### src/rtl/core/sm3_pkg.sv
// shared types, constants and round functions for the sm3 hash engine
`timescale 1ns / 1ps
package sm3_pkg;

    localparam logic [31:0] T_EARLY = 32'h79CC4519;
    localparam logic [31:0] T_LATE  = 32'h7A879D8A;
    localparam logic [31:0] PAD_WORD = 32'h80000000;
    localparam logic [7:0]  PAD_BYTE = 8'h80;
    localparam int unsigned N_ROUNDS = 64;

    typedef logic [31:0] t_word;

    typedef struct packed {
        logic [31:0] message_word;
        logic [2:0]  valid_bytes;
        logic        last_word;
    } t_in_req;

    typedef struct packed {
        logic [31:0] digest_word;
        logic [2:0]  digest_index;
        logic        digest_last;
    } t_out_req;

    typedef enum logic [2:0] {
        ST_IDLE,
        ST_ROUND,
        ST_PAD,
        ST_EMIT
    } t_state;

    // controller to datapath
    typedef struct packed {
        logic        load_word;   // write w into buffer slot
        logic [1:0]  word_sel;    // 0 input, 1 zero, 2 len hi, 3 len lo
        logic        add_len;     // add input bit count to length
        logic        start_round; // copy cv to working vars
        logic        do_round;
        logic        finish;      // xor working vars into cv
        logic        reset_msg;   // cv to iv, length and slot to zero
        logic        pad_after;   // write the pad word 0x80000000 instead of the selected word
    } t_cmd;

    // datapath to controller
    typedef struct packed {
        logic       block_full;   // slot at 15 before the write
        logic [3:0] slot;
        logic       last_round;
    } t_stat;

    function automatic t_word iv_word(input logic [2:0] idx);
        t_word v;
        unique case (idx)
            3'd0: v = 32'h7380166F;
            3'd1: v = 32'h4914B2B9;
            3'd2: v = 32'h172442D7;
            3'd3: v = 32'hDA8A0600;
            3'd4: v = 32'hA96F30BC;
            3'd5: v = 32'h163138AA;
            3'd6: v = 32'hE38DEE4D;
            default: v = 32'hB0FB0E4E;
        endcase
        return v;
    endfunction

    function automatic t_word rotl(input t_word x, input logic [4:0] n);
        logic [63:0] d;
        d = {x, x} << n;
        return d[63:32];
    endfunction

    function automatic t_word p0(input t_word x);
        return x ^ rotl(x, 5'd9) ^ rotl(x, 5'd17);
    endfunction

    function automatic t_word p1(input t_word x);
        return x ^ rotl(x, 5'd15) ^ rotl(x, 5'd23);
    endfunction

endpackage

### src/rtl/core/sm3_ctrl.sv
// controller state machine for the sm3 hash engine
`timescale 1ns / 1ps
module sm3_ctrl (
    input  logic            i_clk,
    input  logic            i_rst_n,
    input  logic            i_in_valid,
    input  sm3_pkg::t_in_req i_in_req,
    output logic            o_in_stall,
    output logic            o_out_valid,
    input  logic            i_out_stall,
    output logic [2:0]      o_out_index,
    input  sm3_pkg::t_stat  i_stat,
    output sm3_pkg::t_cmd   o_cmd
);
    import sm3_pkg::*;

    t_state r_state, n_state;
    logic   r_fin, n_fin;       // message ended, pad/emit after block
    logic   r_extra, n_extra;   // pad word 0x80 still owed
    logic   r_len_lo, n_len_lo; // length high word just written
    logic   r_emit_pend, n_emit_pend;
    logic [2:0] r_idx, n_idx;
    logic   acc, is_last;

    assign acc     = i_in_valid && !o_in_stall;
    assign is_last = i_in_req.last_word;

    always_ff @(posedge i_clk) begin
        if (!i_rst_n) begin
            r_state  <= ST_IDLE;
            r_fin    <= 1'b0;
            r_extra  <= 1'b0;
            r_len_lo <= 1'b0;
            r_idx    <= '0;
        end else begin
            r_state  <= n_state;
            r_fin    <= n_fin;
            r_extra  <= n_extra;
            r_len_lo <= n_len_lo;
            r_idx    <= n_idx;
        end
    end

    // next state
    always_comb begin
        n_state  = r_state;
        n_fin    = r_fin;
        n_extra  = r_extra;
        n_len_lo = (r_state == ST_PAD) && !r_extra && (i_stat.slot == 4'd14);
        n_idx    = r_idx;
        unique case (r_state)
            ST_IDLE: begin
                if (acc) begin
                    n_fin   = is_last;
                    n_extra = is_last && (i_in_req.valid_bytes >= 3'd4);
                    if (i_stat.block_full) n_state = ST_ROUND;
                    else if (is_last) n_state = ST_PAD;
                end
            end
            ST_ROUND: begin
                if (i_stat.last_round) n_state = r_fin ? ST_PAD : ST_IDLE;
            end
            ST_PAD: begin
                n_extra = 1'b0;
                if (i_stat.block_full) n_state = ST_ROUND;
                if (r_len_lo) n_fin = 1'b0;
            end
            ST_EMIT: begin
                if (!i_out_stall) begin
                    n_idx = r_idx + 3'd1;
                    if (r_idx == 3'd7) n_state = ST_IDLE;
                end
            end
            default: n_state = ST_IDLE;
        endcase
        // after the length block, emit
        if (r_state == ST_ROUND && i_stat.last_round && !r_fin && r_emit_pend)
            n_state = ST_EMIT;
    end

    always_ff @(posedge i_clk) begin
        if (!i_rst_n) r_emit_pend <= 1'b0;
        else          r_emit_pend <= n_emit_pend;
    end
    always_comb begin
        n_emit_pend = r_emit_pend;
        if (r_state == ST_PAD && r_len_lo) n_emit_pend = 1'b1;
        if (r_state == ST_EMIT) n_emit_pend = 1'b0;
    end

    // outputs
    always_comb begin
        o_cmd       = '0;
        o_in_stall  = 1'b1;
        o_out_valid = 1'b0;
        o_out_index = r_idx;
        unique case (r_state)
            ST_IDLE: begin
                o_in_stall = 1'b0;
                if (acc) begin
                    o_cmd.load_word = !(is_last && i_in_req.valid_bytes == 3'd0) ||
                                      1'b1;
                    o_cmd.word_sel  = 2'd0;
                    o_cmd.add_len   = 1'b1;
                    o_cmd.pad_after = 1'b0;
                    o_cmd.start_round = i_stat.block_full;
                end
            end
            ST_ROUND: begin
                o_cmd.do_round = 1'b1;
                o_cmd.finish   = i_stat.last_round;
            end
            ST_PAD: begin
                o_cmd.load_word = 1'b1;
                if (r_extra) o_cmd.pad_after = 1'b1;
                else if (i_stat.slot == 4'd14) o_cmd.word_sel = 2'd2;
                else if (r_len_lo) o_cmd.word_sel = 2'd3;
                else o_cmd.word_sel = 2'd1;
                o_cmd.start_round = i_stat.block_full;
            end
            ST_EMIT: begin
                o_out_valid = 1'b1;
                o_cmd.reset_msg = !i_out_stall && r_idx == 3'd7;
            end
            default: ;
        endcase
    end
endmodule

### config.mk
export PLATFORM = sky130hd
export DESIGN_NAME = sm3_ctrl
export DESIGN_NICKNAME = d
export VERILOG_FILES = /design/src/rtl/core/sm3_pkg.sv /design/src/rtl/core/sm3_ctrl.sv
export SDC_FILE = /design/constraint.sdc
export NUM_CORES = 1
export LEC_CHECK = 0
export ABC_AREA = 1
export BUFFER_PORTS_ARGS = -buffer_cell sky130_fd_sc_hd__buf_2
export CORE_MARGIN = 3
export CORE_UTILIZATION = 30
export CTS_CLUSTER_SIZE = 12
export DETAILED_ROUTE_END_ITERATION = 8
export PLACE_DENSITY_LB_ADDON = 0.2
export SYNTH_ARGS = -nofsm -noshare
export SYNTH_HDL_FRONTEND = slang
export SYNTH_SLANG_ARGS = --single-unit
export TNS_END_PERCENT = 50
### constraint.sdc
create_clock -name i_clk -period 1.3 [get_ports i_clk]
set_clock_uncertainty 0.2 [all_clocks]
set_input_delay 0.13 -clock i_clk [delete_from_list [all_inputs] [get_ports i_clk]]
set_output_delay 0.13 -clock i_clk [all_outputs]
set_load 0.02 [all_outputs]
==> flow_summary.toml <==
[route]
viasPerCell = 4.56
drt_first_iter_violations = 7
dr.pass1.iters = 4
ant_nets = 0
wl_mm = 1.70
drc = 0
avgRoutedWirePerCell_um = 10.9
num_vias = 711

[logic_synthesis]
syn_area_per_cell_um2 = 6.52
syn-num-nets = 134
yosysWarnings = 0
synthAdderAreaFrac_pct = 4.46
synthMuxAreaShare_pct = 0
synth_compound_area_share_pct = 15.6
synth_seq_area_share_pct = 32.1
synth_top_family_by_area = "simple AND/OR/NAND/NOR gates"
synthSimpleGateAreaFrac_pct = 35.0
synth_seq_cells = 9
syn_area_um2 = 561
synth_cell_types = 19
postSynthCellCount = 86
synth_xor_area_share_pct = 0

[sta]
finalHoldViolCount = 0
hold-worst-slack_ns = 0.104
period_minus_slack_ns = 1.56
maxSlewViolCount = 0
rsz0062_at_grt = "true"
finalSetupViolCount = 14
worstMarginPinSlew_ns = 0.184
fin_ws_ns = -0.258
min_period_over_period_pct = 120
max_freq_mhz = 642
relSlewSlack_pct = 87.6

[final_layout]
antenna_cells = 0
multi_input_area_um2 = 418
final_util_pct = 65.3
final_nets = 181
final-seq-area_um2 = 196
final_area_um2 = 1060
num-fill-cells = 159
drive_above_1_share_pct = 54.5
area_growth_syn_to_layout_pct = 89.7

[worst_setup_path]
crit_required_ns = 0.97
cp-start-kind = "flop"
arrival_ns = 1.23
r2r_cells = 9
endpoint_kind = "output pin"
critPathKind = "reg2out"
cp_max_fo = 7

[power_and_ir_drop]
power_density_nw_per_um2 = 1680
finalPower_mw = 1.78
ir_drop_mv = 1.02
p_leak_nw = 0.516

[floorplan]
core_um2 = 1630
die_w_um = 49.2
initial_core_util_pct = 34.4
dieArea_um2 = 2420
boundaryPins = 60
die_h_um = 49.2
rows = 14

[flow_run]
max_cap_violations = 0

[status]
status = "finished, violations left"
violations = "setup timing"

[cts]
clock_path_buffers = 2
numCtsBuffers = 3
cts_htree_levels = 1
cts_sinks = 9
cts_tree = "done"
root_buffer = "clkbuf_4"
clkLatencyLatePin_ns = 0.26
clk_pin_slew_worst_paths_ns = 0.07

[global_route]
gr-total-overflow = 0
grt_usage_pct = 14.1
grt_busiest_layer = "met2"
antenna_found_initial = 0
met3_usage_pct = 2.75
grt_pass1_wl_mm = 2.67
grt_start_max_net_pins = 8
grt_pass1_vias = 688
met1_usage_pct = 14.9
met2_usage_pct = 24.8

[place]
hpwl_mm = 1.13
place_ws_ns = -0.109
placed_area_um2 = 852
place_congestion = 0.791
io_buffer_count = 25

[min_path]
hold_path_class = "in2reg"
worstHoldPathCells = 4
[worst paths after layout]
check,from,endpoint,slack [ns]
max reg2reg,r_state[1]$_SDFFE_PN0P_,r_state[1]$_SDFFE_PN0P_,-0.11
max,r_state[0]$_SDFFE_PN0P_,o_cmd[4],-0.26
min,i_in_valid,r_fin$_SDFFE_PN0P_,0.10
min reg2reg,r_emit_pend$_SDFFE_PP0P_,r_emit_pend$_SDFFE_PP0P_,0.26
[power breakdown]
| group | total, mW | internal (mW) | switching [mW] |
|---|---|---|---|
| registers | 0.453 | 0.350 | 0.103 |
| logic | 1.11 | 0.517 | 0.596 |
| clock network | 0.218 | 0.118 | 0.100 |
[flip-flops by register name, indices dropped and copies added (netlist names)]
| name | count |
|---|---|
| r_emit_pend | 1 |
| r_state | 2 |
| r_fin | 1 |
| o_out_index | 3 |
| r_extra | 1 |
| r_len_lo | 1 |
[metrics by stage]
| step | cells | TNS, ns |
|---|---|---|
| after global routing | 156 | -3.03 |
| after floorplan | 86 | -0.301 |
| after global placement | 145 | -0.362 |
| after detailed placement | 145 | -0.401 |
| final | 156 | -2.17 |
| after CTS | 155 | -2.07 |
[cell usage after synthesis]
cell type,count,share of area (%)
nor2_2,3,3.3
a21oi_1,6,5.4
o21ai_1,1,0.89
a31oi_1,1,1.1
ha_1,2,4.5
nor3_1,1,0.89
inv_1,17,11
or2_4,1,1.6
nand3_2,2,3.6
nor2_1,11,7.4
a211oi_1,1,1.3
o21ai_0,6,5.4
inv_2,2,1.3
a21oi_2,1,1.6
nor2_4,1,2.0
nand2_2,2,2.2
nand3_1,6,5.4
nand2_1,13,8.7
dfxtp_1,9,32
[per-layer routing]
metal | vias to the layer above | part of all wire, %
li1 | 367 | -
met2 | 16 | 52
met4 | 0 | 1.6
met1 | 326 | 42
met5 | - | 0
met3 | 2 | 4.2
[critical path, stage by stage (launching register included)]
cell and delay, ns:
dfxtp_4 0.40, nor2_4 0.16, nand2_4 0.10, a21oi_4 0.17, buf_6 0.13
[cells by family after synthesis]
family / Yosys count
and+or+nand+nor: 40
buffers and inverters: 19
AOI/OAI and AO/OA: 16
DFF: 9
adders and majority gates: 2
[final cells by class]
type	count	share of cell area, %
clock buffer	4	2.47
inverter	19	7.18
timing repair buffer	42	29.8
tap	24	2.82
multi-input combinational	58	39.3
sequential	9	18.5
[cells in the final DEF, fill, tap and decap left out, drive strengths merged, types with 2 or more instances in the layout]
master       Yosys  routed
a21oi            7       7
buf              0      37
clkbuf           0       4
dfxtp            9       9
dlygate4sd3      0       5
ha               2       2
inv             19      19
nand2           15      15
nand3            8       8
nor2            15      15
o21ai            7       7
[timing repair]
| action | CTS | global route |
|---|---|---|
| endpoints found under the setup margin | 16 | 17 |
| hold buffers | 5 | 0 |
| setup buffers | 1 | 1 |
| pin swaps | 5 | 3 |
| resized for setup | 20 | 19 |
| hold endpoints to repair | 8 | 0 |
Note: power is estimated with default switching activity, not from simulation.
