File: src/rtl/core/sm3_pkg.sv
// shared types, constants and round functions for the sm3 hash engine
`timescale 1ns / 1ps
package sm3_pkg;

    localparam logic [31:0] T_EARLY = 32'h79CC4519;
    localparam logic [31:0] T_LATE  = 32'h7A879D8A;
    localparam logic [31:0] PAD_WORD = 32'h80000000;
    localparam logic [7:0]  PAD_BYTE = 8'h80;
    localparam int unsigned N_ROUNDS = 64;

    typedef logic [31:0] t_word;

    typedef struct packed {
        logic [31:0] message_word;
        logic [2:0]  valid_bytes;
        logic        last_word;
    } t_in_req;

    typedef struct packed {
        logic [31:0] digest_word;
        logic [2:0]  digest_index;
        logic        digest_last;
    } t_out_req;

    typedef enum logic [2:0] {
        ST_IDLE,
        ST_ROUND,
        ST_PAD,
        ST_EMIT
    } t_state;

    // controller to datapath
    typedef struct packed {
        logic        load_word;   // write w into buffer slot
        logic [1:0]  word_sel;    // 0 input, 1 zero, 2 len hi, 3 len lo
        logic        add_len;     // add input bit count to length
        logic        start_round; // copy cv to working vars
        logic        do_round;
        logic        finish;      // xor working vars into cv
        logic        reset_msg;   // cv to iv, length and slot to zero
        logic        pad_after;   // write the pad word 0x80000000 instead of the selected word
    } t_cmd;

    // datapath to controller
    typedef struct packed {
        logic       block_full;   // slot at 15 before the write
        logic [3:0] slot;
        logic       last_round;
    } t_stat;

    function automatic t_word iv_word(input logic [2:0] idx);
        t_word v;
        unique case (idx)
            3'd0: v = 32'h7380166F;
            3'd1: v = 32'h4914B2B9;
            3'd2: v = 32'h172442D7;
            3'd3: v = 32'hDA8A0600;
            3'd4: v = 32'hA96F30BC;
            3'd5: v = 32'h163138AA;
            3'd6: v = 32'hE38DEE4D;
            default: v = 32'hB0FB0E4E;
        endcase
        return v;
    endfunction

    function automatic t_word rotl(input t_word x, input logic [4:0] n);
        logic [63:0] d;
        d = {x, x} << n;
        return d[63:32];
    endfunction

    function automatic t_word p0(input t_word x);
        return x ^ rotl(x, 5'd9) ^ rotl(x, 5'd17);
    endfunction

    function automatic t_word p1(input t_word x);
        return x ^ rotl(x, 5'd15) ^ rotl(x, 5'd23);
    endfunction

endpackage

File: src/rtl/core/sm3_dp.sv
// datapath for the sm3 hash engine: block buffer, expansion window, round unit
`timescale 1ns / 1ps
module sm3_dp (
    input  logic            i_clk,
    input  logic            i_rst_n,
    input  sm3_pkg::t_in_req i_in_req,
    input  sm3_pkg::t_cmd   i_cmd,
    input  logic [2:0]      i_out_index,
    output sm3_pkg::t_stat  o_stat,
    output logic [31:0]     o_digest
);
    import sm3_pkg::*;

    t_word r_cv [8];
    t_word r_v [8];
    t_word r_w [16];
    t_word r_blk [16];
    logic [63:0] r_len;
    logic [3:0]  r_slot;
    logic [5:0]  r_rnd;

    t_word in_word, wr_word, w_new, a12, ss1, ss2, ff, gg, tt1, tt2, tj;
    logic [31:0] keep;
    logic [2:0]  vb;
    logic        early;

    always_comb begin
        vb = (!i_in_req.last_word || i_in_req.valid_bytes > 3'd4) ? 3'd4
                                                                  : i_in_req.valid_bytes;
        keep = ~(32'hFFFFFFFF >> {vb, 3'b000});
        if (vb == 3'd4) in_word = i_in_req.message_word;
        else in_word = (i_in_req.message_word & keep) |
                       (32'({PAD_BYTE, 24'h0}) >> {vb, 3'b000});
        if (i_cmd.pad_after) wr_word = PAD_WORD;
        else begin
            case (i_cmd.word_sel)
                2'd0: wr_word = in_word;
                2'd1: wr_word = '0;
                2'd2: wr_word = r_len[63:32];
                default: wr_word = r_len[31:0];
            endcase
        end
    end

    assign o_stat.block_full = i_cmd.load_word && r_slot == 4'd15;
    assign o_stat.slot       = r_slot;
    assign o_stat.last_round = r_rnd == 6'd63;
    assign o_digest          = r_cv[i_out_index];

    always_comb begin
        early = r_rnd < 6'd16;
        tj  = rotl(early ? T_EARLY : T_LATE, r_rnd[4:0]);
        a12 = rotl(r_v[0], 5'd12);
        ss1 = rotl(a12 + r_v[4] + tj, 5'd7);
        ss2 = ss1 ^ a12;
        ff  = early ? (r_v[0] ^ r_v[1] ^ r_v[2])
                    : ((r_v[0] & r_v[1]) | (r_v[0] & r_v[2]) | (r_v[1] & r_v[2]));
        gg  = early ? (r_v[4] ^ r_v[5] ^ r_v[6]) : ((r_v[4] & r_v[5]) | (~r_v[4] & r_v[6]));
        tt1 = ff + r_v[3] + ss2 + (r_w[0] ^ r_w[4]);
        tt2 = gg + r_v[7] + ss1 + r_w[0];
        w_new = p1(r_w[0] ^ r_w[7] ^ rotl(r_w[13], 5'd15)) ^ rotl(r_w[3], 5'd7) ^ r_w[10];
    end

    always_ff @(posedge i_clk) begin
        if (!i_rst_n) begin
            r_len  <= '0;
            r_slot <= '0;
            r_rnd  <= '0;
            for (int i = 0; i < 8; i++) r_cv[i] <= iv_word(3'(i));
        end else begin
            if (i_cmd.load_word) begin
                r_slot <= r_slot + 4'd1;
                if (i_cmd.add_len) r_len <= r_len + 64'({vb, 3'b000});
            end
            if (i_cmd.do_round) r_rnd <= r_rnd + 6'd1;
            // fold in the working vars as they leave the final round
            if (i_cmd.finish) begin
                r_cv[0] <= r_cv[0] ^ tt1;
                r_cv[1] <= r_cv[1] ^ r_v[0];
                r_cv[2] <= r_cv[2] ^ rotl(r_v[1], 5'd9);
                r_cv[3] <= r_cv[3] ^ r_v[2];
                r_cv[4] <= r_cv[4] ^ p0(tt2);
                r_cv[5] <= r_cv[5] ^ r_v[4];
                r_cv[6] <= r_cv[6] ^ rotl(r_v[5], 5'd19);
                r_cv[7] <= r_cv[7] ^ r_v[6];
            end
            if (i_cmd.reset_msg) begin
                r_len  <= '0;
                r_slot <= '0;
                for (int i = 0; i < 8; i++) r_cv[i] <= iv_word(3'(i));
            end
        end
    end

    // payload registers
    always_ff @(posedge i_clk) begin
        if (i_cmd.load_word) r_blk[r_slot] <= wr_word;
        if (i_cmd.start_round) begin
            for (int i = 0; i < 8; i++) r_v[i] <= r_cv[i];
            for (int i = 0; i < 15; i++) r_w[i] <= r_blk[i];
            r_w[15] <= wr_word;
        end else if (i_cmd.do_round) begin
            r_v[0] <= tt1;
            r_v[1] <= r_v[0];
            r_v[2] <= rotl(r_v[1], 5'd9);
            r_v[3] <= r_v[2];
            r_v[4] <= p0(tt2);
            r_v[5] <= r_v[4];
            r_v[6] <= rotl(r_v[5], 5'd19);
            r_v[7] <= r_v[6];
            for (int i = 0; i < 15; i++) r_w[i] <= r_w[i+1];
            r_w[15] <= w_new;
        end
    end
endmodule

File: config.mk
export PLATFORM = sky130hd
export DESIGN_NAME = sm3_dp
export DESIGN_NICKNAME = d
export VERILOG_FILES = /design/src/rtl/core/sm3_pkg.sv /design/src/rtl/core/sm3_dp.sv
export SDC_FILE = /design/constraint.sdc
export NUM_CORES = 2
export LEC_CHECK = 0
export ABC_AREA = 1
export BUFFER_PORTS_ARGS = -buffer_cell sky130_fd_sc_hd__buf_4
export CORE_MARGIN = 5
export CORE_UTILIZATION = 25
export CTS_CLUSTER_SIZE = 12
export DETAILED_ROUTE_END_ITERATION = 12
export GPL_ROUTABILITY_DRIVEN = 0
export REMOVE_ABC_BUFFERS = 1
export SLEW_MARGIN = 20
export SYNTH_ARGS = -nofsm -noshare
export SYNTH_HDL_FRONTEND = slang
export SYNTH_SLANG_ARGS = --single-unit
export TNS_END_PERCENT = 50
File: constraint.sdc
create_clock -name i_clk -period 20.8 [get_ports i_clk]
set_input_delay 3.12 -clock i_clk [delete_from_list [all_inputs] [get_ports i_clk]]
set_output_delay 3.12 -clock i_clk [all_outputs]
set_load 0.01 [all_outputs]
==> metrics <==
status finished clean; FMAX roughly 110 MHz; Initial Util 0.251; clock tree buffer depth 4; unrepaired setup endpoints after global routing false; Mapped Area about 0.08 mm2; register-to-register setup slack 11,820 ps; Setup-failing EPs final 0; worst skew pair latency ~840 ps; Die Y 575 um; clk sink count approximately 1,600; multi-input logic area 0.0308 mm2; # IOs 88; cts repair resizes 0; global-route wire length before repair ~370,000 um; Yosys warnings 0; Core ar. 0.318 mm2; Crit path max-delay family buffers and inverters; ys flop type edfxtp_1; Overflow after GRT 0; post-synthesis async set-or-reset flop share 0; HPWL Detailed 180,000 um; largest net degree at the start of global routing 190; CTS HTree Levels 4; vias in the first global route 53,100; clk_skew about 70 ps; Slowest cell on crit path clkinv_2; Post-Place Cell Area approximately 0.085 mm2; DRC viols 0; TNS Setup 0 ps; area delta synth->final 13.1%; CP Class in -> out; Wirelength per Cell between 20 and 25 um; Via density 4.70; Yosys reg bits 1,575; Pre-Repair DR Iteration Count 7; EDFF count, synth 1,376; Worst setup SP type input pin; # fillers 32,900; final wirelength 259,000 um; critical-path cell list buf_4 > clkinv_2 > buf_4 > a21oi_1 > o21ai_0 > a31oi_1 > buf_4; Reg clk slew, reported paths 60 ps; fin util 0.284; synth top area cells edfxtp_1, nand2_1, dfxtp_1, fa_1, o21ai_0; Synth cell types 54; Port Buffers 87; crit end category output pin; register area share after synthesis 0.568; Worst Path Max Fanout between 50 and 60; ratio of final minimum period to clock period 0.444; Top cell by count, worst path buf_4; CTS Buf Count about 170; Register Area 0.0453 mm2; Gate Count Post-Synth 8,273; CP arrival 6130 ps; largest area contributor in the netlist edfxtp_1; share of cells above drive strength 1 0.0542; CP max stage delay 750 ps; Final nets 8,635; num rows 207; gr usage total 0.150; Iter 0 DRT Violations 7,304; Inst Count DP between 10,000 and 15,000; slew margin rel. 0.173; final hold violation count 0; min cycle time layout 9250 ps; # hold bufs at CTS 0; Layout Cells excl Fill ~13,000; CTS tree built; WP data required around 18,000 ps; die width around 570 um; Setup Fix Bufs, Post-CTS 0; initial antenna violation count 4; worst path bufs/invs 4; Max Cap Viol 0; Mapped Avg Cell Area about 9.6 um2; top cell type's share of synthesized area 0.518; Final Instance Area 0.0902 mm2; Post-DRT Antenna Nets 0; worst hold path class reg -> reg; DIE AREA 0.330 mm2; measured slew at the worst slew-check pin 1240 ps; vias 59,000; Root Buffer clkbuf_16; Max Transition Viols Final 0
-- metrics by stage --
step	hold WS [ps]	setup WS (ps)
2_1_floorplan	443	-20090
3_3_place_gp	458	11490
3_5_place_dp	470	11530
4_1_cts	462	11510
5_1_grt	500	11350
6_report	472	11550
-- kinds of logic after synthesis --
group,count (synthesis),share of synthesized area
XOR/XNOR,455,0.0507
flip-flops,1575,0.568
AND/OR/NAND/NOR,3727,0.188
AO/OA/AOI/OAI,1122,0.0742
adder cells (fa/ha/maj),294,0.0639
multiplexers,35,0.00439
buffers and inverters,1065,0.0506
-- state kept, by name, summed over array words and instances (netlist names) --
signal	flops
r_v	256
r_rnd	6
r_slot	4
r_len	61
r_cv	256
r_blk	480
r_w	512
-- Yosys cell counts (4+ instances only) --
cell      number
nand2_1     2733
edfxtp_1    1376
inv_1        734
o21ai_0      675
nor2_1       416
nand3_1      359
a21oi_1      294
clkbuf_1     288
xor2_1       278
dfxtp_1      199
fa_1         189
xnor2_1      173
ha_1         105
nor3_1        99
a31oi_1       71
mux2i_1       35
nand4_1       35
nand3b_1      29
buf_1         23
o21a_1        23
nor4_1        16
a221oi_1      12
o21bai_1      12
a21o_1        10
o21ai_1       10
buf_2          7
inv_2          7
or2_2          7
nand2_2        5
nor2_4         5
nor3_2         5
a21boi_0       4
xnor3_1        4
-- layout by cell type (no fill, tap or decap), types with 6 or more instances in the layout --
master / instances
ha_1: 105
clkbuf_16: 168
clkinv_2: 10
a21oi_1: 289
nand4_1: 35
nor2_1: 398
fa_1: 189
o21bai_1: 12
mux2i_1: 35
nand2_2: 6
clkbuf_1: 52
nor2_4: 23
or2_2: 7
a31oi_4: 6
xnor2_1: 173
nor3_1: 99
xor2_1: 278
o21ai_1: 10
buf_4: 166
nand3b_1: 29
nand2_1: 2729
a31oi_2: 8
edfxtp_1: 1376
nand2_4: 6
a31oi_1: 58
dfxtp_1: 199
nor4_1: 16
o21a_1: 23
o21ai_0: 675
a221oi_2: 8
nand3_1: 359
clkinv_1: 13
inv_1: 732
a21o_1: 10
-- layer usage --
| layer | track usage | vias up | share of wire |
|---|---|---|---|
| li1 | - | 27400 | - |
| met1 | 0.220 | 28300 | 0.44 |
| met2 | 0.218 | 2832 | 0.42 |
| met3 | 0.0285 | 455 | 0.098 |
| met4 | 0.0537 | 2 | 0.041 |
| met5 | 0 | - | 0.000050 |
-- worst paths after layout --
kind,startpoint,to,cells past startpoint
hold reg to reg,r_blk[8][13]$_DFFE_PP_,r_w[0][269]$_DFFE_PP_,2
setup / recovery,i_out_index[0],o_digest[6],7
hold / removal,r_blk[8][13]$_DFFE_PP_,r_w[0][269]$_DFFE_PP_,2
setup reg to reg,r_rnd[2]$_SDFFE_PN0P_,r_cv[0][13]$_SDFFCE_PN0P_,29
-- worst register-to-register path: cells and delay by family, from the launching register on --
family | cells | cell delay [ps]
XOR/XNOR | 4 | 1480
adder cells (fa/ha/maj) | 6 | 2530
AND/OR/NAND/NOR | 9 | 1070
AO/OA/AOI/OAI | 7 | 2080
buffers and inverters | 3 | 760
flip-flops | 1 | 810
-- cell type report --
type,instances,share of cell area
flip-flops and latches,1575,0.502
multi-input cells,5633,0.341
well taps,4180,0.0580
clock buffers,224,0.0494
inverters,744,0.0312
repair buffers,171,0.0149
clock inverters,29,0.00260
diodes,5,0.000139
Power is left out: the tool's default activity adds up to more than one toggle a clock period on the data nets, which glitch-free logic cannot reach.
